<file path="src/rtl/bpcr_pkg.sv">
// ---------------------------------------------------------------------------
// bpcr_pkg
// Shared constants and types of the bitplane to chunky row converter.
// ---------------------------------------------------------------------------
package bpcr_pkg;

  // default row capacity in pixels
  localparam int MAX_WIDTH_DEF = 2048;

  // configuration port
  localparam int CFG_DATA_W = 12;
  localparam int CFG_IDX_W  = 1;

  localparam logic [CFG_IDX_W-1:0] REG_ROW_WIDTH   = 1'd0;
  localparam logic [CFG_IDX_W-1:0] REG_PLANE_COUNT = 1'd1;

  localparam logic [11:0] ROW_WIDTH_RST   = 12'd320;
  localparam logic [3:0]  PLANE_COUNT_RST = 4'd8;

  // group geometry
  localparam int PIX_PER_GROUP = 8;
  localparam int PIX_W         = 8;
  localparam int ENTRY_W       = PIX_PER_GROUP * PIX_W;
  localparam logic [3:0] FULL_COUNT = 4'd8;

  // per-item control from the sequencer to the merge stage
  typedef struct packed {
    logic [2:0] plane;      // bit of each pixel set by this item
    logic       first;      // plane 0: entry is overwritten
    logic       emit;       // last plane: a group is produced
    logic       row_end;    // last byte of the row plane
    logic [3:0] count;      // valid pixels in the group
  } item_cmd_t;

endpackage

</file>
<file path="src/rtl/bpcr_seq.sv">
// ---------------------------------------------------------------------------
// bpcr_seq
// Config registers and the byte position / plane counters of the row.
// ---------------------------------------------------------------------------
module bpcr_seq
  import bpcr_pkg::*;
#(
  parameter int MAX_WIDTH = MAX_WIDTH_DEF,
  parameter int AW        = 8
) (
  input  logic                  clk,
  input  logic                  rst_n,
  input  logic                  cfg_wr_en,
  input  logic [CFG_IDX_W-1:0]  cfg_index,
  input  logic [CFG_DATA_W-1:0] cfg_data,
  input  logic                  acc,
  output logic [AW-1:0]         pos,
  output item_cmd_t             cmd
);

  localparam logic [15:0] MAXW = 16'(MAX_WIDTH);

  logic [11:0]   row_width_r, row_width_nxt;
  logic [3:0]    plane_count_r, plane_count_nxt;
  logic [AW-1:0] pos_r, pos_nxt;
  logic [2:0]    plane_r, plane_nxt;

  logic [15:0]   rw_min1;
  logic [15:0]   eff_w;
  logic [15:0]   eff_m1;
  logic [15:0]   last_pos_w;
  logic [AW-1:0] last_pos;
  logic [3:0]    tail_count;
  logic [3:0]    eff_p;
  logic [2:0]    last_plane;
  logic          at_row_end;

  // effective geometry from the registers
  always_comb begin
    rw_min1    = (row_width_r == 12'd0) ? 16'd1 : {4'd0, row_width_r};
    eff_w      = (rw_min1 > MAXW) ? MAXW : rw_min1;
    eff_m1     = eff_w - 16'd1;
    last_pos_w = eff_m1 >> 3;
    last_pos   = last_pos_w[AW-1:0];
    tail_count = {1'b0, eff_m1[2:0]} + 4'd1;
    if (plane_count_r == 4'd0) begin
      eff_p = 4'd1;
    end else if (plane_count_r > 4'd8) begin
      eff_p = 4'd8;
    end else begin
      eff_p = plane_count_r;
    end
    last_plane = 3'(eff_p - 4'd1);
  end

  // control for the item now at the input
  always_comb begin
    at_row_end  = (pos_r == last_pos);
    pos         = pos_r;
    cmd.plane   = plane_r;
    cmd.first   = (plane_r == 3'd0);
    cmd.emit    = (plane_r == last_plane);
    cmd.row_end = at_row_end;
    cmd.count   = at_row_end ? tail_count : FULL_COUNT;
  end

  // counter and register update; a config write restarts the row
  always_comb begin
    row_width_nxt   = row_width_r;
    plane_count_nxt = plane_count_r;
    pos_nxt         = pos_r;
    plane_nxt       = plane_r;
    if (cfg_wr_en) begin
      case (cfg_index)
        REG_ROW_WIDTH:   row_width_nxt   = cfg_data;
        REG_PLANE_COUNT: plane_count_nxt = cfg_data[3:0];
        default:         row_width_nxt   = row_width_r;
      endcase
      pos_nxt   = '0;
      plane_nxt = 3'd0;
    end else if (acc) begin
      if (at_row_end) begin
        pos_nxt   = '0;
        plane_nxt = (plane_r == last_plane) ? 3'd0 : plane_r + 3'd1;
      end else begin
        pos_nxt = pos_r + AW'(1);
      end
    end
  end

  always_ff @(posedge clk) begin
    if (!rst_n) begin
      row_width_r   <= ROW_WIDTH_RST;
      plane_count_r <= PLANE_COUNT_RST;
      pos_r         <= '0;
      plane_r       <= 3'd0;
    end else begin
      row_width_r   <= row_width_nxt;
      plane_count_r <= plane_count_nxt;
      pos_r         <= pos_nxt;
      plane_r       <= plane_nxt;
    end
  end

endmodule

</file>
<file path="config.mk">
export PLATFORM = sky130hd
export DESIGN_NAME = bpcr_seq
export DESIGN_NICKNAME = d
export VERILOG_FILES = /design/src/rtl/bpcr_pkg.sv /design/src/rtl/bpcr_seq.sv
export SDC_FILE = /design/constraint.sdc
export NUM_CORES = 1
export LEC_CHECK = 0
export BUFFER_PORTS_ARGS = -buffer_cell sky130_fd_sc_hd__buf_2
export CORE_MARGIN = 2
export CORE_UTILIZATION = 40
export DETAILED_ROUTE_END_ITERATION = 8
export RECOVER_POWER = 100
export SLEW_MARGIN = 20
export SYNTH_ARGS = -nofsm -noshare
export SYNTH_HDL_FRONTEND = slang
export SYNTH_SLANG_ARGS = --single-unit
</file>
<file path="constraint.sdc">
create_clock -name clk -period 2.73 [get_ports clk]
set_input_delay 0 -clock clk [delete_from_list [all_inputs] [get_ports clk]]
set_output_delay 0 -clock clk [all_outputs]
set_load 0.02 [all_outputs]
</file>
==> results.sh, run 1 <==
export IMPL_status="finished, violations left"
export IMPL_violations="setup timing"
export IMPL_syn_avg_cell_area_sq_um=8.04
export IMPL_die_area_sq_um=5700
export IMPL_arrival_ps=3050
export IMPL_final_common_cell="nand2_1"
export IMPL_globalplace_congestion=0.856
export IMPL_io_buffers=34
export IMPL_synthTopCellsByArea="dfxtp_1 (26%), nand2_1 (7.5%), a21boi_0 (4.8%)"
export IMPL_cp_top_family="simple AND/OR/NAND/NOR gates"
export IMPL_clkTransAtPathRegs_ps=100
export IMPL_root_buffer="clkbuf_8"
export IMPL_synth_ff_type="dfxtp_1"
export IMPL_endpoint_kind="primary output"
export IMPL_fin_skew_ps=3.18
export IMPL_ant_nets=0
export IMPL_grt_pass1_vias=1805
export IMPL_ys_seq_area_share_pct=26.5
export IMPL_yosysWarnings=0
export IMPL_synth_seq_cells=27
export IMPL_grt_pass1_wl_um=8670
export IMPL_powerDensity_nw_per_um2=348
export IMPL_setup_violations_final=15
export IMPL_synth_cell_types=57
export IMPL_firstDrtPassIters=4
export IMPL_drive_gt1_share_pct=30.1
export IMPL_power_leakage_nw=1.03
export IMPL_io_pins=35
export IMPL_num_vias=2057
export IMPL_cp_max_fo=5
export IMPL_worst_setup_path_start_kind="flip-flop"
export IMPL_core_area_sq_um=5010
export IMPL_synth_top_cell_area_share_pct=26.5
export IMPL_synth_nets=276
export IMPL_synth_async_reset_ratio_pct=0
export IMPL_wirelength_um=5500
export IMPL_drc_errors=0
export IMPL_initial_utilization_pct=40.8
export IMPL_hold_viol=0
export IMPL_use_met3_pct=2.78
export IMPL_antenna_found_initial=0
export IMPL_area_growth_pct=34.6
export IMPL_overflow=0
export IMPL_cts_max_level=1
export IMPL_yosysTopAreaCell="dfxtp_1"
export IMPL_clk_path_buf_depth=2
export IMPL_drt_iter0_drc=99
export IMPL_fin_total_pwr_uw=958
export IMPL_fmax_ghz=0.328
export IMPL_setup_ws_ps=-318
export IMPL_vias_per_cell=5.19
export IMPL_finish_utilization_pct=54.9
export IMPL_dieWidth_um=75.5
export IMPL_grt_total_usage_pct=20.0
export IMPL_grt_busiest_layer="met2"
export IMPL_hpwl_um=4040
export IMPL_use_met1_pct=27.6
export IMPL_use_met2_pct=32.9
export IMPL_netlist_instances=254
export IMPL_rows=26
export IMPL_peakVddDrop_mv=0.251
export IMPL_fin_nets=349
export IMPL_diodes=0
export IMPL_cp_cell_sequence="or3_4 > nor4_4 > o21ai_2 > ha_2 > buf_4 > buf_4 > nand4_1 > o221ai_2 > buf_4 > nand2_2 > nand4bb_4 > or3_4 > inv_2 > nand2_2 > buf_6"
export IMPL_cts_tree="yes"
export IMPL_nFillCells=503
export IMPL_period_needed_ps=3050
export IMPL_syn_area_sq_um=2040
export IMPL_final_cell_mix="nand2_1 (40), buf_4 (36), dfxtp_1 (24)"
export IMPL_cap_viol_max_count=0
export IMPL_min_path_type="input port to flip-flop"
export IMPL_synth_edf_count=0
export IMPL_cp_common_cell="buf_4"
export IMPL_slew_violations=0
export IMPL_slowest_stage="or3_4"
export IMPL_worst_pin_slew_ps=881
export IMPL_critPathRequiredTime_ps=2730
export IMPL_cts_buffers=3
export IMPL_detail_route_wl_per_cell_um=13.9
export IMPL_die_y_um=75.5
export IMPL_slew_headroom_pct=41.2
export IMPL_clkSinkCount=27
export IMPL_period_share_pct=112
export IMPL_grt_max_degree=26
export IMPL_crit_path_max_incr_delay_ps=400
export IMPL_grt_setup_unrepaired="true"
export IMPL_worstSkewPairLatency_ps=280
export IMPL_critical_path_class="flip-flop to primary output"
export IMPL_crit_buf_inv=5
-- final cells by class --
class	instances	area, sq um	area share [%]
timing repair buffer	83	572	20.8
clock inverter	1	5.00	0.182
tap	70	87.6	3.18
sequential	27	544	19.8
multi-input combinational	197	1440	52.5
clock buffer	3	41.3	1.50
inverter	15	56.3	2.05
-- sequential cells by signal, indices dropped and copies added, names as in the netlist --
register	count
plane_count_r	4
pos	8
plane_r	3
row_width_r	12
-- metrics by stage --
stage	cells	TNS (ps)	hold WS, ps	instance area, sq um	worst slack [ps]
after floorplan	254	-179	137	2100	-62.3
after global placement	374	-242	230	2490	-69.2
after detailed placement	374	-1260	238	2490	-164
after CTS	393	-3270	32.0	2710	-334
after global routing	396	-5270	35.5	2750	-462
final	396	-2850	30.1	2750	-318
-- report_power, final --
| group | switching (mW) | total, mW | internal [mW] |
|---|---|---|---|
| logic | 0.159 | 0.306 | 0.147 |
| registers | 0.00806 | 0.415 | 0.407 |
| clock network | 0.135 | 0.238 | 0.103 |
| total | 0.302 | 0.958 | 0.657 |
-- timing repair --
item / in CTS / in global routing
resized for setup: 13 / 10
buffers inserted: 3 / 3
hold buffers: 12 / 0
pin swaps: 8 / 8
endpoints found under the hold margin: 16 / 0
endpoints found under the setup margin: 14 / 16
-- layer usage --
metal  routed length [um]  vias to the layer above
met1                 2590                      935
met5                    0                        -
met2                 2630                       49
met3                  233                        4
li1                     -                     1069
met4                   49                        0
-- synthesized netlist by cell type (4+ instances only) --
cell / n
nand2_1: 41
dfxtp_1: 27
inv_1: 14
a21boi_0: 13
nor2_1: 12
nand3_1: 9
nor3_1: 9
clkbuf_1: 8
nor2b_1: 7
nand4_1: 6
o21ai_0: 6
a21oi_1: 5
a31oi_1: 5
ha_1: 5
nand2b_1: 5
o211ai_1: 5
o311ai_0: 5
xnor2_1: 5
xor2_1: 5
buf_6: 4
mux2i_1: 4
o32ai_1: 4
or3_1: 4
-- cell families after synthesis --
family                     Yosys count  share of synthesized area (%)
AOI/OAI and AO/OA                   63                           25.0
xor gates and xnor gates            11                           5.08
adders and majority gates            5                           3.06
buffers and inverters               30                           7.65
DFF                                 27                           26.5
muxes                                4                           1.96
and+or+nand+nor                    114                           30.7
-- worst paths after layout --
path	cells after the start	slack (ps)	endpoint	from
max	15	-320	cmd[3]	row_width_r[1]
min	2	30	plane_count_r[3]	rst_n
max reg2reg	15	-210	plane_r[1]	row_width_r[1]
min reg2reg	2	480	plane_count_r[0]	plane_count_r[0]
Power figures use the tool's default switching activity.
==> run 2: changes to the inputs <==
--- a/config.mk
+++ b/config.mk
@@ -9,6 +9,7 @@
 export CORE_MARGIN = 2
 export CORE_UTILIZATION = 40
 export DETAILED_ROUTE_END_ITERATION = 8
+export PLACE_DENSITY_LB_ADDON = 0.15
 export RECOVER_POWER = 100
 export SLEW_MARGIN = 20
 export SYNTH_ARGS = -nofsm -noshare
==> run 2 against run 1 <==
Against the previous run:
- the flow still finishes with violations (setup timing)
- fmax down 0.74%
- sequential share of layout area shrank 0.92 points
- largest cell class unchanged
- critical path depth rose by 2
- total power is 4.7% higher
- critical endpoint is now pos[5]
- cell count up 2.0%
- core utilization grew 2.9 points
- first-iteration DRC count is 9.1% higher
- clock power rose by 5%
- largest power group unchanged
- clock skew rose by 6.5 ps
- non-clock buffer count rose by 8
- sequential cell count unchanged
- design area increased by 5.4%
==> results.sh, run 2 (synthesis gave the netlist of run 1 again) <==
export IMPL_dieWidth_um=75.5
export IMPL_grt_pass1_wl_um=9300
export IMPL_p_int_uw=683
export IMPL_wirelength_um=5800
export IMPL_max_flop_register="row_width_r"
export IMPL_crit_path_max_incr_delay_ps=400
export IMPL_finish_utilization_pct=57.8
export IMPL_period_share_pct=112
export IMPL_clkTransAtPathRegs_ps=110
export IMPL_p_seq_share_pct=41.4
export IMPL_hpwl_um=4130
export IMPL_grt_max_degree=26
export IMPL_power_switching_uw=320
export IMPL_antenna_found_initial=0
export IMPL_fin_nets=357
export IMPL_area_growth_pct=41.8
export IMPL_fin_setup_tns_ps=-3820
export IMPL_cp_common_cell="buf_4"
export IMPL_cts_tree="yes"
export IMPL_ant_nets=0
export IMPL_clk_path_buf_depth=2
export IMPL_wl_met1_um=2730
export IMPL_worst_pin_slew_ps=863
export IMPL_grt_setup_unrepaired="true"
export IMPL_io_pins=35
export IMPL_grt_pass1_vias=1985
export IMPL_final_common_cell="nand2_1"
export IMPL_cp_max_fo=6
export IMPL_peakVddDrop_mv=0.230
export IMPL_fin_skew_ps=9.65
export IMPL_num_vias=2120
export IMPL_arrival_ps=3280
export IMPL_die_area_sq_um=5700
export IMPL_status="finished, violations left"
export IMPL_io_buffers=34
export IMPL_root_buffer="clkbuf_8"
export IMPL_worstSkewPairLatency_ps=280
export IMPL_dp_slack_ps=-155
export IMPL_die_y_um=75.5
export IMPL_cts_buffers=3
export IMPL_cts_max_level=1
export IMPL_cap_viol_max_count=0
export IMPL_min_path_type="input port to flip-flop"
export IMPL_diodes=0
export IMPL_drc_errors=0
export IMPL_vias_per_cell=5.25
export IMPL_slowest_stage="or3_4"
export IMPL_setup_violations_final=16
export IMPL_grt_total_usage_pct=21.4
export IMPL_clkPwrFrac_pct=24.8
export IMPL_slew_violations=0
export IMPL_detail_route_wl_per_cell_um=14.4
export IMPL_cp_cell_sequence="or3_4 > nor4_4 > o21ai_2 > ha_4 > inv_4 > buf_4 > buf_4 > nor3_1 > a221o_1 > nand4_1 > nand4bb_4 > buf_4 > buf_6 > nor4_4 > buf_6 > buf_4 > nor3_2"
export IMPL_dr_wl_met3_um=155
export IMPL_slew_headroom_pct=42.4
export IMPL_nFillCells=484
export IMPL_top_layer="met4"
export IMPL_power_frac_comb_pct=33.7
export IMPL_firstDrtPassIters=4
export IMPL_powerDensity_nw_per_um2=346
export IMPL_wl_met2_um=2830
export IMPL_clkSinkCount=27
export IMPL_hold_ws_ps=25.9
export IMPL_period_needed_ps=3070
export IMPL_rows=26
export IMPL_core_area_sq_um=5010
export IMPL_hold_viol=0
export IMPL_globalplace_congestion=0.865
export IMPL_power_leakage_nw=1.08
export IMPL_critPathRequiredTime_ps=2940
export IMPL_initial_utilization_pct=40.8
export IMPL_worst_setup_path_start_kind="flip-flop"
export IMPL_drt_iter0_drc=108
export IMPL_final_cell_mix="nand2_1 (40), buf_4 (37), dfxtp_1 (22)"
export IMPL_largest_register_ffs=12
export IMPL_swShare_pct=31.9
export IMPL_critical_path_class="flip-flop to flip-flop"
export IMPL_setup_ws_ps=-341
export IMPL_endpoint_kind="flip-flop"
export IMPL_drive_gt1_share_pct=34.1
export IMPL_overflow=0
export IMPL_violations="setup timing"
export IMPL_fmax_ghz=0.326
[run 2: cell count changes in the layout (fill, tap and decap cells not counted), sizes merged]
cell / change
inv: +1
clkinv: -1
buf: +8
[run 2: what timing repair did]
action                                  CTS  global route
setup buffers                             6             7
hold endpoints to repair                 16             0
gates resized for setup                  22            19
pin swaps                                13            23
endpoints found under the setup margin   16            16
hold buffers                             12             0
[run 2: metal layers]
| layer | track usage, % | vias up |
|---|---|---|
| li1 | - | 1091 |
| met1 | 28.1 | 979 |
| met2 | 36.2 | 42 |
| met3 | 3.17 | 8 |
| met4 | 6.43 | 0 |
| met5 | 0 | - |
[run 2: path summary, 6_finish.rpt]
| kind | from | end | slack [ps] | depth (start not counted) |
|---|---|---|---|---|
| setup / recovery | row_width_r[10] | pos[5] | -340 | 17 |
| hold / removal | acc | pos[0] | 30 | 3 |
| setup reg to reg | row_width_r[10] | pos[5] | -340 | 17 |
| hold reg to reg | plane_count_r[0] | plane_count_r[0] | 480 | 2 |
[run 2: power by group through the flow]
stage | registers [mW] | clock network (mW) | logic (mW)
final | 0.416 | 0.249 | 0.338
after global routing | 0.417 | 0.272 | 0.369
after CTS | 0.415 | 0.260 | 0.308
after detailed placement | 0.424 | 0 | 0.271
after global placement | 0.423 | 0 | 0.269
after floorplan | 0.428 | 0 | 0.176
[run 2: per-stage QoR]
step	total power [mW]	instance area [sq um]	cells
2_1_floorplan	0.604	2100	254
3_3_place_gp	0.693	2500	376
3_5_place_dp	0.695	2500	376
4_1_cts	0.983	2780	397
5_1_grt	1.06	2900	404
6_report	1.00	2900	404
[run 2: cell type report]
class / count / area [sq um] / share of cell area [%]
Clock inverter: 1 / 8.76 / 0.302
Timing Repair Buffer: 91 / 646 / 22.3
Clock buffer: 3 / 41.3 / 1.42
Multi-Input combinational cell: 197 / 1510 / 52.1
Sequential cell: 27 / 547 / 18.9
Tap cell: 70 / 87.6 / 3.02
Inverter: 15 / 58.8 / 2.03
[run 2: worst max-delay path: cells and delay by family (launching register included)]
| family | cells | cell delay (ps) |
|---|---|---|
| and+or+nand+nor | 7 | 1190 |
| AOI/OAI and AO/OA | 2 | 470 |
| buffers and inverters | 7 | 790 |
| adders and majority gates | 1 | 190 |
| DFF | 1 | 330 |
==> run 3: changes to the inputs <==
--- a/config.mk
+++ b/config.mk
@@ -7,7 +7,7 @@
 export LEC_CHECK = 0
 export BUFFER_PORTS_ARGS = -buffer_cell sky130_fd_sc_hd__buf_2
 export CORE_MARGIN = 2
-export CORE_UTILIZATION = 40
+export CORE_UTILIZATION = 45
 export DETAILED_ROUTE_END_ITERATION = 8
 export PLACE_DENSITY_LB_ADDON = 0.15
 export RECOVER_POWER = 100
==> run 3 against run 2 <==
Against the previous run:
- the flow still finishes with violations (setup timing)
- design area down 1.5%
- worst setup slack better by 50 ps
- total power down 0.69%
- global-route usage up 1.6 points
- sequential cell count unchanged
- cell count down 4.7%
- critical path depth down 3
- count of clock-buffer cells in the layout unchanged
- clock skew down 1.1 ps
- register-to-register slack better by 130 ps
- clock power about the same
- critical endpoint is now cmd[3]
==> results.sh, run 3 (synthesis gave the netlist of run 1 again) <==
export IMPL_fin_skew_ps=8.50
export IMPL_setup_violations_final=16
export IMPL_overflow=0
export IMPL_area_growth_pct=39.7
export IMPL_slew_violations=0
export IMPL_die_y_um=71.4
export IMPL_period_share_pct=111
export IMPL_endpoint_kind="primary output"
export IMPL_detail_route_wl_per_cell_um=14.6
export IMPL_powerDensity_nw_per_um2=349
export IMPL_critPathRequiredTime_ps=2730
export IMPL_hold_depth=2
export IMPL_worst_r2r_cell_count=15
export IMPL_io_pins=35
export IMPL_setup_ws_ps=-291
export IMPL_worstSkewPairLatency_ps=290
export IMPL_rows=24
export IMPL_r2r_start="row_width_r[1]"
export IMPL_min_delay_start="rst_n"
export IMPL_r2r_end="plane_r[1]"
export IMPL_cp_max_fo=5
export IMPL_drt_iter0_drc=132
export IMPL_diodes=0
export IMPL_peakVddDrop_mv=0.294
export IMPL_grt_total_usage_pct=23.0
export IMPL_ant_nets=0
export IMPL_fmax_ghz=0.331
export IMPL_initial_utilization_pct=46.9
export IMPL_finish_utilization_pct=65.5
export IMPL_cts_buffers=3
export IMPL_status="finished, violations left"
export IMPL_die_area_sq_um=5100
export IMPL_stdcell_area_sq_um=2850
export IMPL_dieWidth_um=71.4
export IMPL_worst_pin_slew_ps=900
export IMPL_arrival_ps=3020
export IMPL_period_needed_ps=3020
export IMPL_root_buffer="clkbuf_8"
export IMPL_dp_cells=361
export IMPL_drive_gt1_share_pct=32.1
export IMPL_dp_slack_ps=-189
export IMPL_core_area_sq_um=4350
export IMPL_hold_viol=0
export IMPL_critical_path_class="flip-flop to primary output"
export IMPL_antenna_found_initial=0
export IMPL_place_area_sq_um=2500
export IMPL_clk_path_buf_depth=2
export IMPL_violations="setup timing"
export IMPL_rrSetupSlack_ps=-210
export IMPL_power_leakage_nw=1.06
export IMPL_hpwl_um=4010
export IMPL_stdcell_count=385
export IMPL_slew_headroom_pct=39.9
export IMPL_io_buffers=34
export IMPL_final_cell_mix="nand2_1 (40), buf_4 (38), dfxtp_1 (24)"
export IMPL_fin_nets=356
export IMPL_max_flop_register="row_width_r"
export IMPL_firstDrtPassIters=4
export IMPL_grt_pass1_vias=2048
export IMPL_worst_setup_path_start_kind="flip-flop"
export IMPL_clkTransAtPathRegs_ps=110
export IMPL_wirelength_um=5620
export IMPL_largest_register_ffs=12
export IMPL_clkSinkCount=27
export IMPL_grt_pass1_wl_um=9520
export IMPL_vias_per_cell=5.58
export IMPL_cts_max_level=1
export IMPL_cap_viol_max_count=0
export IMPL_final_common_cell="nand2_1"
export IMPL_num_vias=2147
export IMPL_hold_ws_ps=19.7
export IMPL_min_path_type="input port to flip-flop"
export IMPL_drc_errors=0
export IMPL_cts_tree="yes"
export IMPL_hold_end="plane_count_r[3]"
export IMPL_grt_max_degree=26
export IMPL_grt_setup_unrepaired="true"
export IMPL_globalplace_congestion=0.917
## run 3: changes by cell type in the layout (fill, tap and decap cells not counted), moves of 2 or more
cell	change
buf_2	-3
buf_6	-2
clkbuf_1	+2
dfxtp_1	+2
dfxtp_2	-2
## run 3: stage by stage
stage	TNS [ps]	total power, mW
floorplan	-179	0.604
global placement	-323	0.697
detailed placement	-1070	0.699
CTS	-3800	0.981
global route	-5550	1.04
finish	-3110	0.996
## run 3: what timing repair did
action	in CTS	in global routing
setup endpoints to repair	12	16
hold endpoints to repair	16	0
hold buffers	13	0
pin swaps	16	7
resized for setup	26	10
buffers inserted	7	0
## run 3: metal layers
layer  up-vias  global-route usage [%]  share of wire [%]
met5         -                       0                  0
met4         0                    6.92                1.8
met3        11                    2.81                4.2
met2        53                    38.6                 47
met1      1004                    30.9                 47
li1       1079                       -                  -
## run 3: area by class of cell
class	instances	area, sq um
Multi-Input combinational cell	197	1500
Fill cell	384	1500
Timing Repair Buffer	90	633
Sequential cell	27	544
Tap cell	52	65.1
Inverter	15	58.8
Clock buffer	3	41.3
Clock inverter	1	7.51
## run 3: worst max path at each step
stage                    from         end  slack (ps)  cells after the start
2_1_floorplan  row_width_r[1]  plane_r[2]         -60                     11
5_1_grt        row_width_r[1]      cmd[0]        -430                     11
3_5_place_dp   row_width_r[1]  plane_r[2]        -190                     12
4_1_cts        row_width_r[3]      cmd[3]        -310                     13
6_report       row_width_r[1]      cmd[3]        -290                     14
3_3_place_gp   row_width_r[1]  plane_r[2]         -80                     12
## run 3: where the power goes
| group | internal, mW | leakage (nW) | switching, mW |
|---|---|---|---|
| clock network | 0.104 | 0.0217 | 0.142 |
| logic | 0.163 | 0.817 | 0.172 |
| registers | 0.407 | 0.221 | 0.00834 |
## run 3: worst max-delay path: stages (launching register included)
cell and delay, ps:
dfxtp_2 330, or3_4 400, nor4_4 320, o21ai_2 120
ha_4 190, inv_4 60, buf_4 100, a211oi_1 50
o221ai_2 180, nor2_1 70, nand4bb_4 240, or3_4 430
inv_2 80, nand2_2 40, buf_6 130
