File: config.mk
export PLATFORM = sky130hd
export DESIGN_NAME = bpcr_merge
export DESIGN_NICKNAME = d
export VERILOG_FILES = /design/src/rtl/bpcr_pkg.sv /design/src/rtl/bpcr_merge.sv
export SDC_FILE = /design/constraint.sdc
export NUM_CORES = 1
export LEC_CHECK = 0
export BUFFER_PORTS_ARGS = -buffer_cell sky130_fd_sc_hd__buf_2
export CELL_PAD_IN_SITES_DETAIL_PLACEMENT = 0
export CELL_PAD_IN_SITES_GLOBAL_PLACEMENT = 1
export CORE_UTILIZATION = 25
export DETAILED_ROUTE_END_ITERATION = 10
export PLACE_DENSITY_LB_ADDON = 0.3
export SYNTH_ARGS = -nofsm -noshare
export SYNTH_HDL_FRONTEND = slang
export SYNTH_SLANG_ARGS = --single-unit
File: constraint.sdc
create_clock -name clk -period 10.8 [get_ports clk]
set_input_delay 1.62 -clock clk [delete_from_list [all_inputs] [get_ports clk]]
set_output_delay 1.62 -clock clk [all_outputs]
set_load 0.03 [all_outputs]
File: src/rtl/bpcr_pkg.sv
// ---------------------------------------------------------------------------
// bpcr_pkg
// Shared constants and types of the bitplane to chunky row converter.
// ---------------------------------------------------------------------------
package bpcr_pkg;

  // default row capacity in pixels
  localparam int MAX_WIDTH_DEF = 2048;

  // configuration port
  localparam int CFG_DATA_W = 12;
  localparam int CFG_IDX_W  = 1;

  localparam logic [CFG_IDX_W-1:0] REG_ROW_WIDTH   = 1'd0;
  localparam logic [CFG_IDX_W-1:0] REG_PLANE_COUNT = 1'd1;

  localparam logic [11:0] ROW_WIDTH_RST   = 12'd320;
  localparam logic [3:0]  PLANE_COUNT_RST = 4'd8;

  // group geometry
  localparam int PIX_PER_GROUP = 8;
  localparam int PIX_W         = 8;
  localparam int ENTRY_W       = PIX_PER_GROUP * PIX_W;
  localparam logic [3:0] FULL_COUNT = 4'd8;

  // per-item control from the sequencer to the merge stage
  typedef struct packed {
    logic [2:0] plane;      // bit of each pixel set by this item
    logic       first;      // plane 0: entry is overwritten
    logic       emit;       // last plane: a group is produced
    logic       row_end;    // last byte of the row plane
    logic [3:0] count;      // valid pixels in the group
  } item_cmd_t;

endpackage

File: src/rtl/bpcr_merge.sv
// ---------------------------------------------------------------------------
// bpcr_merge
// Read-modify-write stage: merges a plane byte into its store entry,
// forwards the last write, and holds the output group register.
// ---------------------------------------------------------------------------
module bpcr_merge
  import bpcr_pkg::*;
#(
  parameter int AW = 8
) (
  input  logic                          clk,
  input  logic                          rst_n,
  // item capture
  input  logic                          acc,
  input  logic [7:0]                    in_byte,
  input  logic [AW-1:0]                 in_pos,
  input  item_cmd_t                     in_cmd,
  output logic                          take_ok,
  // store
  input  logic [ENTRY_W-1:0]            rd_data,
  output logic                          wr_en,
  output logic [AW-1:0]                 wr_addr,
  output logic [ENTRY_W-1:0]            wr_data,
  // result
  output logic                          out_valid,
  input  logic                          out_ready,
  output logic [PIX_PER_GROUP-1:0][7:0] out_pix,
  output logic [3:0]                    out_count,
  output logic                          out_row_end
);

  // stage 1 registers
  logic          s1_v_r, s1_v_nxt;
  item_cmd_t     s1_cmd_r;
  logic [AW-1:0] s1_pos_r;
  logic [7:0]    s1_byte_r;

  // last write, for a read that raced it
  logic               fw_v_r;
  logic [AW-1:0]      fw_addr_r;
  logic [ENTRY_W-1:0] fw_data_r;

  // output group
  logic                          out_v_r, out_v_nxt;
  logic [PIX_PER_GROUP-1:0][7:0] out_pix_r;
  logic [3:0]                    out_count_r;
  logic                          out_row_end_r;

  logic [ENTRY_W-1:0]            base;
  logic [PIX_PER_GROUP-1:0][7:0] merged;
  logic [PIX_PER_GROUP-1:0][7:0] trimmed;
  logic                          s1_go;

  // stage 1 may retire when its group has somewhere to go
  assign s1_go   = s1_v_r && (!s1_cmd_r.emit || !out_v_r || out_ready);
  assign take_ok = !s1_v_r || s1_go;

  // merge the byte into the entry; plane 0 starts from zero
  always_comb begin
    base = (fw_v_r && (fw_addr_r == s1_pos_r)) ? fw_data_r : rd_data;
    for (int k = 0; k < PIX_PER_GROUP; k++) begin
      merged[k] = (s1_cmd_r.first ? 8'd0 : base[PIX_W*k +: PIX_W])
                | ({7'd0, s1_byte_r[PIX_PER_GROUP-1-k]} << s1_cmd_r.plane);
      trimmed[k] = (4'(k) < s1_cmd_r.count) ? merged[k] : 8'd0;
    end
  end

  assign wr_en   = s1_go;
  assign wr_addr = s1_pos_r;
  assign wr_data = merged;

  always_comb begin
    s1_v_nxt = s1_v_r;
    if (acc) begin
      s1_v_nxt = 1'b1;
    end else if (s1_go) begin
      s1_v_nxt = 1'b0;
    end
    out_v_nxt = out_v_r;
    if (s1_go && s1_cmd_r.emit) begin
      out_v_nxt = 1'b1;
    end else if (out_ready) begin
      out_v_nxt = 1'b0;
    end
  end

  // control state
  always_ff @(posedge clk) begin
    if (!rst_n) begin
      s1_v_r  <= 1'b0;
      fw_v_r  <= 1'b0;
      out_v_r <= 1'b0;
    end else begin
      s1_v_r  <= s1_v_nxt;
      out_v_r <= out_v_nxt;
      if (s1_go) begin
        fw_v_r <= 1'b1;
      end
    end
  end

  // payload
  always_ff @(posedge clk) begin
    if (acc) begin
      s1_cmd_r  <= in_cmd;
      s1_pos_r  <= in_pos;
      s1_byte_r <= in_byte;
    end
    if (s1_go) begin
      fw_addr_r <= s1_pos_r;
      fw_data_r <= merged;
    end
    if (s1_go && s1_cmd_r.emit) begin
      out_pix_r     <= trimmed;
      out_count_r   <= s1_cmd_r.count;
      out_row_end_r <= s1_cmd_r.row_end;
    end
  end

  assign out_valid   = out_v_r;
  assign out_pix     = out_pix_r;
  assign out_count   = out_count_r;
  assign out_row_end = out_row_end_r;

endmodule

==> flow_metrics.py, run 1 <==
metrics = {
    "synth": {
        "ys_ff_latch": 170,
        "synth_seq_area_share": 0.728,
        "synth.distinct_cells": 29,
        "postSynth.asyncResetShare": 0,
        "synth_commonest_cells": "sky130_fd_sc_hd__edfxtp_1, sky130_fd_sc_hd__nor2_1, sky130_fd_sc_hd__a221o_1",
        "synth_fp_nets": 550,
        "ys.warnings.count": 0,
        "synth_enable_flop_cells": 167,
        "synth_area_leader_cell": "sky130_fd_sc_hd__edfxtp_1",
        "synth_most_common_cell": "sky130_fd_sc_hd__edfxtp_1",
        "yosys.area.top_type_share": 0.719,
        "post_synth_main_area_contributors": "sky130_fd_sc_hd__edfxtp_1, sky130_fd_sc_hd__a221o_1, sky130_fd_sc_hd__nor2_1",
        "gate_count_post_synth": 456,
        "leading_register_cell_type_out_of_synthesis": "sky130_fd_sc_hd__edfxtp_1",
        "synth.avg_cell_area_um2": 15.3,
        "synthesis.area_um2": 6980,
    },
    "clock_tree": {
        "cts_tree": "done",
        "postCtsSetupRepairBufs": 0,
        "postCtsResizedCells": 0,
        "htreeDepth": 4,
        "insertion_delay_ns": 0.43,
        "clkSinkCount": 170,
        "worst_setup_hold_path_clk_slew_ns": 0.07,
        "hold_buffers": 0,
        "cts_buffers": 17,
        "clock_root_buffer": "sky130_fd_sc_hd__clkbuf_16",
        "cts_buffer_depth": 2,
    },
    "sta": {
        "max_slew.worst_pin.slew_ns": 1.08,
        "grt_setup_unrepaired": "no",
        "report.final.setup_viol": 0,
        "timing_hold_violations_final": 0,
        "max_slew_margin": 0.281,
        "final.setup.worst_slack_ns": 6.29,
        "totalNegativeSetupSlack_ns": 0,
        "maxClockFrequency_mhz": 222,
        "skew_ns": 0.0156,
        "final_max_slew_viol_count": 0,
        "post-route-period-util": 0.417,
        "min_period_ns": 4.51,
    },
    "setup_path": {
        "crit_family": "buffers and inverters",
        "cp.arrival_ns": 2.89,
        "timing.critical_path.required_ns": 9.18,
        "cp.buffers_inverters": 3,
        "path_max_fanout": 64,
        "critical_path_class": "register to primary output",
        "startpoint_type": "register",
        "critical_path_cell_by_cell": "xor2_1 > nor3_4 > and4b_2 > buf_4 > a221oi_1 > inv_1 > buf_2",
        "worst_setup_path_end_kind": "primary output",
        "critical-path-max-stage-delay_ns": 0.69,
        "cpMaxStageDelayCell": "sky130_fd_sc_hd__buf_4",
    },
    "floorplan": {
        "io_pins": 238,
        "chipHeight_um": 169,
        "die_width_um": 169,
        "design.core.area_um2": 27200,
        "core.rowCount": 60,
        "area_of_the_die_um2": 28600,
        "initial_core_util": 0.257,
    },
    "placed_design": {
        "routability_congestion_estimate_from_global_placement": 0.724,
        "dp_hpwl_um": 13400,
        "placement.io_buffers": 237,
        "detailedPlace.worstSlack_ns": 6.60,
    },
    "drt": {
        "drt_pass1_iterations": 4,
        "avgViaCountPerCell": 4.52,
        "dr_total_vias": 4871,
        "number_of_design_rule_violations_left_by_the_first_detailed_router_iteration": 222,
        "wl_per_cell_um": 19.5,
        "drc_errors": 0,
        "wirelength_um": 21100,
        "postRouteAntennaNets": 0,
    },
    "finish": {
        "final_net_count": 785,
        "layout-drive-gt1-share": 0.415,
        "syn_to_final_growth_pct": 30.8,
        "layout_fillers": 2751,
        "post-route-util": 0.336,
    },
    "power": {
        "ir_drop_mv": 0.0908,
        "cell_leakage_power_nw": 3.66,
        "power_mw": 1.64,
        "power_density_nw_per_um2": 180,
    },
    "grt": {
        "grt_pass1_wl_um": 30800,
        "antenna_found_initial": 4,
        "maximum_number_of_pins_on_one_net_before_global_route_repair": 65,
        "first_global_vias": 5008,
        "overflow": 0,
        "track_usage": 0.147,
    },
    "job": {
        "cap_violations": 0,
    },
    "worst_hold_path": {
        "hp-class": "register to register",
    },
    "status": {
        "result_of_the_run": "completed",
    },
}
==> cell type report <==
cell class	count	area, um2	share of cell area
clock buffers	18	429	0.0470
inverters	18	67.6	0.00741
repair buffers	244	1240	0.136
diodes	2	5.00	0.000549
well taps	372	465	0.0510
flip-flops and latches	170	5070	0.556
multi-input cells	240	1680	0.185
clock inverters	14	159	0.0174
==> routing by layer <==
metal / up-vias / wire length [um] / global-route usage / part of all wire
li1: 2245 / - / - / -
met1: 2441 / 9460 / 0.189 / 0.45
met2: 162 / 9850 / 0.237 / 0.47
met3: 19 / 1530 / 0.0498 / 0.073
met4: 4 / 210 / 0.0384 / 0.010
met5: - / 18 / 0 / 0.00085
==> placed cells by master, fill, tap and decap left out, drive strengths merged <==
cell type and n:
buf 244, nor3 2, inv 24, nand2 11
nand3 2, nand2b 10, edfxtp 167, or2 1
bufinv 2, a21oi 1, clkinv 4, o31a 8
and2 9, o21a 10, dfxtp 3, nor2 82
a221o 48, and4b 1, clkbuf 18, nor2b 2
a31oi 2, and4 1, xnor2 3, clkinvlp 2
xor2 5, a221oi 16, a21boi 26, diode 2
==> where the power goes <==
part           internal [mW]  switching [mW]  leakage (nW)  total, mW
Clock                  0.347           0.277         0.283      0.624
Sequential             0.768          0.0169          1.64      0.785
Combinational         0.0705           0.162          1.74      0.232
==> registers in the layout (all words and copies together) (netlist names) <==
signal,cells
fw_v_r,1
fw_addr_r,8
s1_byte_r,8
s1_cmd_r,10
fw_data_r,64
out_pix,64
s1_v_r,1
out_valid,1
wr_addr,8
out_row_end,1
out_count,4
==> metrics by stage <==
stage / hold WS (ns) / instance area, um2 / instances
after floorplan: 0.400 / 6980 / 456
after global placement: 0.404 / 8530 / 1044
after detailed placement: 0.413 / 8530 / 1044
after CTS: 0.430 / 9120 / 1076
after global routing: 0.443 / 9120 / 1076
final: 0.426 / 9120 / 1078
==> worst paths after layout <==
kind                       to  cells after the start         from  slack [ns]
setup / recovery  wr_data[51]                      7   wr_addr[4]        6.29
hold / removal    out_row_end                      0  s1_cmd_r[4]        0.43
hold reg to reg   out_row_end                      0  s1_cmd_r[4]        0.43
setup reg to reg   out_pix[1]                      6   wr_addr[4]        8.24
==> cells by family after synthesis <==
kind of cell / after synthesis / share of synthesized area
flip-flops: 170 / 0.728
AND/OR/NAND/NOR: 121 / 0.0773
AO/OA/AOI/OAI: 111 / 0.151
buffers and inverters: 46 / 0.0337
XOR/XNOR: 8 / 0.0100
No activity file was read; power rests on OpenSTA's default activity.
==> run 2: changes to the inputs <==
==> constraint.sdc (replaced) <==
create_clock -name clk -period 4.7 [get_ports clk]
set_input_delay 0.705 -clock clk [delete_from_list [all_inputs] [get_ports clk]]
set_output_delay 0.705 -clock clk [all_outputs]
set_load 0.03 [all_outputs]
==> run 2 against run 1 <==
  * Hold slack better by 0.012 ns
  * Register-to-register slack worse by 6.1 ns
  * Clock skew decreased by 0.0052 ns
  * Critical endpoint is now wr_data[11]
  * Largest power group unchanged
==> flow_metrics.py, run 2 (same netlist as run 1, synthesis figures left out) <==
metrics = {
    "floorplan": {
        "core.rowCount": 60,
        "area_of_the_die_um2": 28600,
        "design.core.area_um2": 27200,
        "die_width_um": 169,
        "chipHeight_um": 169,
        "initial_core_util": 0.257,
        "io_pins": 238,
    },
    "sta": {
        "min_period_ns": 3.59,
        "skew_ns": 0.0104,
        "maxClockFrequency_mhz": 278,
        "max_slew_margin": 0.290,
        "max_slew.worst_pin.slew_ns": 1.06,
        "final.setup.worst_slack_ns": 1.11,
        "hold_slack_ns": 0.437,
        "timing_hold_violations_final": 0,
        "totalNegativeSetupSlack_ns": 0,
        "grt_setup_unrepaired": "no",
        "final_max_slew_viol_count": 0,
        "report.final.setup_viol": 0,
        "post-route-period-util": 0.764,
    },
    "job": {
        "cap_violations": 0,
    },
    "drt": {
        "avgViaCountPerCell": 4.53,
        "drt_pass1_iterations": 4,
        "number_of_design_rule_violations_left_by_the_first_detailed_router_iteration": 316,
        "wl_per_cell_um": 19.9,
        "dr_total_vias": 4876,
        "drc_errors": 0,
        "postRouteAntennaNets": 0,
        "wirelength_um": 21400,
    },
    "grt": {
        "track_usage": 0.149,
        "overflow": 0,
        "grt_util_met2": 0.245,
        "grt_pass1_wl_um": 31400,
        "antenna_found_initial": 4,
        "grt_util_met3": 0.0463,
        "first_global_vias": 5093,
        "maximum_number_of_pins_on_one_net_before_global_route_repair": 56,
        "global_route.usage.met1": 0.192,
        "global_route_hottest_layer": "met2",
    },
    "setup_path": {
        "timing.critical_path.required_ns": 3.99,
        "critPathCapture": "wr_data[11]",
        "startpoint": "wr_addr[4]",
        "startpoint_type": "register",
        "worst_setup_path_end_kind": "primary output",
        "r2r_slack_ns": 2.18,
        "path_max_fanout": 36,
        "rr_endpoint": "out_pix[9]",
        "cp.arrival_ns": 2.89,
        "ff_to_ff_start": "wr_addr[4]",
        "critical_path_class": "register to primary output",
        "timing.reg2reg.worst_path_depth": 6,
    },
    "placed_design": {
        "detailedPlace.worstSlack_ns": 1.50,
        "detailed_place.area_um2": 8560,
        "dp_hpwl_um": 14100,
        "placement.io_buffers": 237,
        "routability_congestion_estimate_from_global_placement": 0.715,
    },
    "clock_tree": {
        "hold_buffers": 0,
        "cts_buffers": 17,
        "clkSinkCount": 170,
        "worst_setup_hold_path_clk_slew_ns": 0.07,
        "cts_buffer_depth": 2,
        "postCtsResizedCells": 0,
        "insertion_delay_ns": 0.42,
        "cts_tree": "done",
        "htreeDepth": 4,
        "clock_root_buffer": "sky130_fd_sc_hd__clkbuf_16",
        "postCtsSetupRepairBufs": 0,
    },
    "finish": {
        "syn_to_final_growth_pct": 30.2,
        "most_frequent_cells_in_the_layout": "sky130_fd_sc_hd__buf_2, sky130_fd_sc_hd__edfxtp_1, sky130_fd_sc_hd__nor2_1",
        "final_standard_cell_area_without_fillers_um2": 9080,
        "final_net_count": 785,
        "layout-drive-gt1-share": 0.411,
        "layout_commonest_cell": "sky130_fd_sc_hd__buf_2",
    },
    "power": {
        "portion_of_total_power_attributed_to_sequential_cells": 0.495,
        "clock_power_share": 0.358,
        "intPower_mw": 2.61,
        "power_density_nw_per_um2": 401,
        "cell_leakage_power_nw": 3.64,
        "power.share.combinational": 0.147,
        "switching_power_mw": 1.04,
        "ir_drop_mv": 0.205,
        "netSwitchingFraction": 0.284,
    },
    "worst_hold_path": {
        "min-delay-start": "s1_cmd_r[4]",
        "hp-class": "register to register",
    },
    "status": {
        "result_of_the_run": "completed",
    },
}
run 2: cell types whose count changed in the layout (fill, tap and decap cells not counted), sizes merged:
cell / previous run / this run
bufinv: 2 / 0
diode: 2 / 1
clkinvlp: 2 / 3
run 2: final cells by class:
cell class | count | area [um2]
Inverter | 18 | 67.6
Timing Repair Buffer | 244 | 1260
Clock buffer | 18 | 429
Tap cell | 372 | 465
Clock inverter | 13 | 93.8
Sequential cell | 170 | 5070
Antenna cell | 1 | 2.50
Multi-Input combinational cell | 240 | 1680
Fill cell | 2815 | 18100
run 2: power groups by stage:
stage	clock (mW)	combinational, mW	sequential (mW)
after global routing	1.41	0.576	1.81
after detailed placement	0	0.545	1.84
after global placement	0	0.543	1.84
after floorplan	0	0.302	1.87
after CTS	1.36	0.546	1.81
final	1.30	0.536	1.80
run 2: routing by layer:
metal	vias up	wire length [um]
li1	2244	-
met1	2421	9540
met2	186	10000
met3	19	1510
met4	6	242
met5	-	41
run 2: worst min-delay path by stage:
stage | endpoint | depth (start not counted) | slack (ns)
after floorplan | out_row_end | 0 | 0.40
after global placement | out_row_end | 0 | 0.40
after detailed placement | out_row_end | 0 | 0.42
after CTS | out_row_end | 0 | 0.44
after global routing | wr_addr[0] | 1 | 0.43
final | out_row_end | 0 | 0.44
run 2: stage by stage:
step                total power, mW  cells  utilization
floorplan                      2.17    456            -
detailed placement             2.38   1044        0.315
finish                         3.65   1076        0.334
CTS                            3.71   1075        0.334
global route                   3.80   1075        0.334
global placement               2.38   1044        0.315
run 2: worst max-delay path: stages, from the launching register on:
cell and delay, ns:
sky130_fd_sc_hd__edfxtp_1 0.43, sky130_fd_sc_hd__xor2_1 0.21, sky130_fd_sc_hd__nor3_4 0.24, sky130_fd_sc_hd__and4b_2 0.76, sky130_fd_sc_hd__buf_12 0.31, sky130_fd_sc_hd__a221o_1 0.24
sky130_fd_sc_hd__buf_2 0.23
==> run 3: changes to the inputs <==
==> constraint.sdc (replaced) <==
create_clock -name clk -period 3.1 [get_ports clk]
set_input_delay 0.465 -clock clk [delete_from_list [all_inputs] [get_ports clk]]
set_output_delay 0.465 -clock clk [all_outputs]
set_load 0.03 [all_outputs]
==> run 3 against run 2 <==
  * Clock skew hardly changed
  * Wire length decreased by 0.49%
  * Utilization is 0.62 points higher
  * Total power rose by 57%
  * Die area unchanged
  * Critical path depth did not move
  * Final cell count increased by 1.2%
  * Critical endpoint is now wr_data[5]
==> flow_metrics.py, run 3 (same netlist as run 1, synthesis figures left out) <==
metrics = {
    "grt": {
        "track_usage": 0.150,
        "antenna_found_initial": 4,
        "grt_pass1_wl_um": 31400,
        "first_global_vias": 5014,
        "overflow": 0,
        "maximum_number_of_pins_on_one_net_before_global_route_repair": 50,
    },
    "clock_tree": {
        "insertion_delay_ns": 0.42,
        "clock_root_buffer": "sky130_fd_sc_hd__clkbuf_16",
        "postCtsSetupRepairBufs": 0,
        "clkSinkCount": 170,
        "cts_buffers": 17,
        "htreeDepth": 4,
        "worst_setup_hold_path_clk_slew_ns": 0.07,
        "cts_buffer_depth": 2,
        "cts_tree": "done",
    },
    "setup_path": {
        "worst_setup_path_end_kind": "primary output",
        "cp.arrival_ns": 2.49,
        "path_max_fanout": 28,
        "timing.critical_path.required_ns": 2.63,
        "critical_path_class": "register to primary output",
        "startpoint_type": "register",
    },
    "sta": {
        "max_slew_margin": 0.366,
        "report.final.setup_viol": 0,
        "totalNegativeSetupSlack_ns": 0,
        "grt_setup_unrepaired": "no",
        "min_period_ns": 2.95,
        "skew_ns": 0.0107,
        "max_slew.worst_pin.slew_ns": 0.951,
        "final.setup.worst_slack_ns": 0.150,
        "timing_hold_violations_final": 0,
        "maxClockFrequency_mhz": 339,
        "final_max_slew_viol_count": 0,
        "post-route-period-util": 0.952,
    },
    "drt": {
        "wl_per_cell_um": 19.5,
        "postRouteAntennaNets": 0,
        "number_of_design_rule_violations_left_by_the_first_detailed_router_iteration": 317,
        "dr_wl_met2_um": 10100,
        "drt_pass1_iterations": 4,
        "dr_total_vias": 4871,
        "wl_met3_um": 1450,
        "drt-met1-wl_um": 9510,
        "drc_errors": 0,
        "avgViaCountPerCell": 4.47,
        "wirelength_um": 21300,
        "top_layer_used": "met5",
    },
    "job": {
        "cap_violations": 0,
    },
    "finish": {
        "multi_input_area_um2": 1700,
        "final-instance-count-excl-fill": 1089,
        "register_cell_area_after_layout_um2": 5080,
        "final_standard_cell_area_without_fillers_um2": 9250,
        "layout_fillers": 2778,
        "layout-drive-gt1-share": 0.427,
        "most_frequent_cells_in_the_layout": "sky130_fd_sc_hd__buf_2, sky130_fd_sc_hd__edfxtp_1, sky130_fd_sc_hd__nor2_1",
        "layout_commonest_cell": "sky130_fd_sc_hd__buf_2",
        "final_net_count": 795,
        "syn_to_final_growth_pct": 32.6,
    },
    "placed_design": {
        "numPlacedInstances": 1054,
        "detailed_place.area_um2": 8650,
        "routability_congestion_estimate_from_global_placement": 0.732,
        "dp_hpwl_um": 14500,
        "placement.io_buffers": 237,
        "detailedPlace.worstSlack_ns": 0.582,
    },
    "status": {
        "result_of_the_run": "completed",
    },
    "worst_hold_path": {
        "hp-class": "primary input to register",
    },
    "power": {
        "cell_leakage_power_nw": 3.72,
        "power_density_nw_per_um2": 617,
        "ir_drop_mv": 0.299,
    },
    "floorplan": {
        "initial_core_util": 0.257,
        "core.rowCount": 60,
        "area_of_the_die_um2": 28600,
        "design.core.area_um2": 27200,
        "die_width_um": 169,
        "chipHeight_um": 169,
        "io_pins": 238,
    },
}
-- run 3: cell count changes in the layout (fill, tap and decap cells not counted), moves of 2 or more --
| cell | change |
|---|---|
| sky130_fd_sc_hd__diode_2 | +2 |
| sky130_fd_sc_hd__a221oi_1 | -2 |
| sky130_fd_sc_hd__bufinv_16 | +2 |
| sky130_fd_sc_hd__buf_4 | +9 |
| sky130_fd_sc_hd__a221oi_2 | +2 |
| sky130_fd_sc_hd__clkinv_1 | -2 |
-- run 3: path summary, 6_finish.rpt --
| check | start | slack [ns] | end | cells after the start |
|---|---|---|---|---|
| worst max-delay path | wr_addr[1] | 0.15 | wr_data[5] | 6 |
| worst min-delay path | in_pos[3] | 0.22 | wr_addr[3] | 1 |
| worst max register to register | wr_addr[1] | 0.86 | out_pix[23] | 6 |
| worst min register to register | s1_cmd_r[4] | 0.42 | out_row_end | 0 |
-- run 3: routing by layer --
layer,global-route usage,vias to the layer above
met4,0.0317,2
met5,0,-
li1,-,2279
met2,0.246,181
met3,0.0433,15
met1,0.197,2394
-- run 3: stage by stage --
| stage | util | hold WS [ns] | power (mW) |
|---|---|---|---|
| final | 0.340 | 0.219 | 5.71 |
| after global placement | 0.318 | 0.402 | 3.62 |
| after CTS | 0.340 | 0.193 | 5.79 |
| after detailed placement | 0.318 | 0.419 | 3.63 |
| after global routing | 0.340 | 0.186 | 5.94 |
| after floorplan | - | 0.400 | 3.30 |
-- run 3: cell type report --
type                    count  share of cell area
diodes                      3            0.000812
clock buffers              19              0.0468
clock inverters            13              0.0154
inverters                  18             0.00730
multi-input cells         240               0.184
flip-flops and latches    170               0.549
well taps                 372              0.0503
repair buffers            254               0.146
-- run 3: timing repair --
action / in CTS / in global routing
setup endpoints to repair: 0 / 2
resized for setup: 0 / 2
hold buffers: 0 / 0
-- run 3: critical path, stage by stage, from the launching register on --
cell and delay, ns:
sky130_fd_sc_hd__edfxtp_1 0.42, sky130_fd_sc_hd__xor2_1 0.21, sky130_fd_sc_hd__nor3_4 0.26, sky130_fd_sc_hd__and4b_2 0.30, sky130_fd_sc_hd__buf_4 0.34, sky130_fd_sc_hd__a221o_1 0.28, sky130_fd_sc_hd__buf_2 0.22
-- run 3: where the power goes --
group          switching [mW]  total [mW]  internal, mW  leakage (nW)
Combinational           0.566       0.827         0.262          1.80
Sequential             0.0614        2.74          2.67          1.64
Clock                   0.948        2.15          1.20         0.274
Total                    1.58        5.71          4.14          3.72
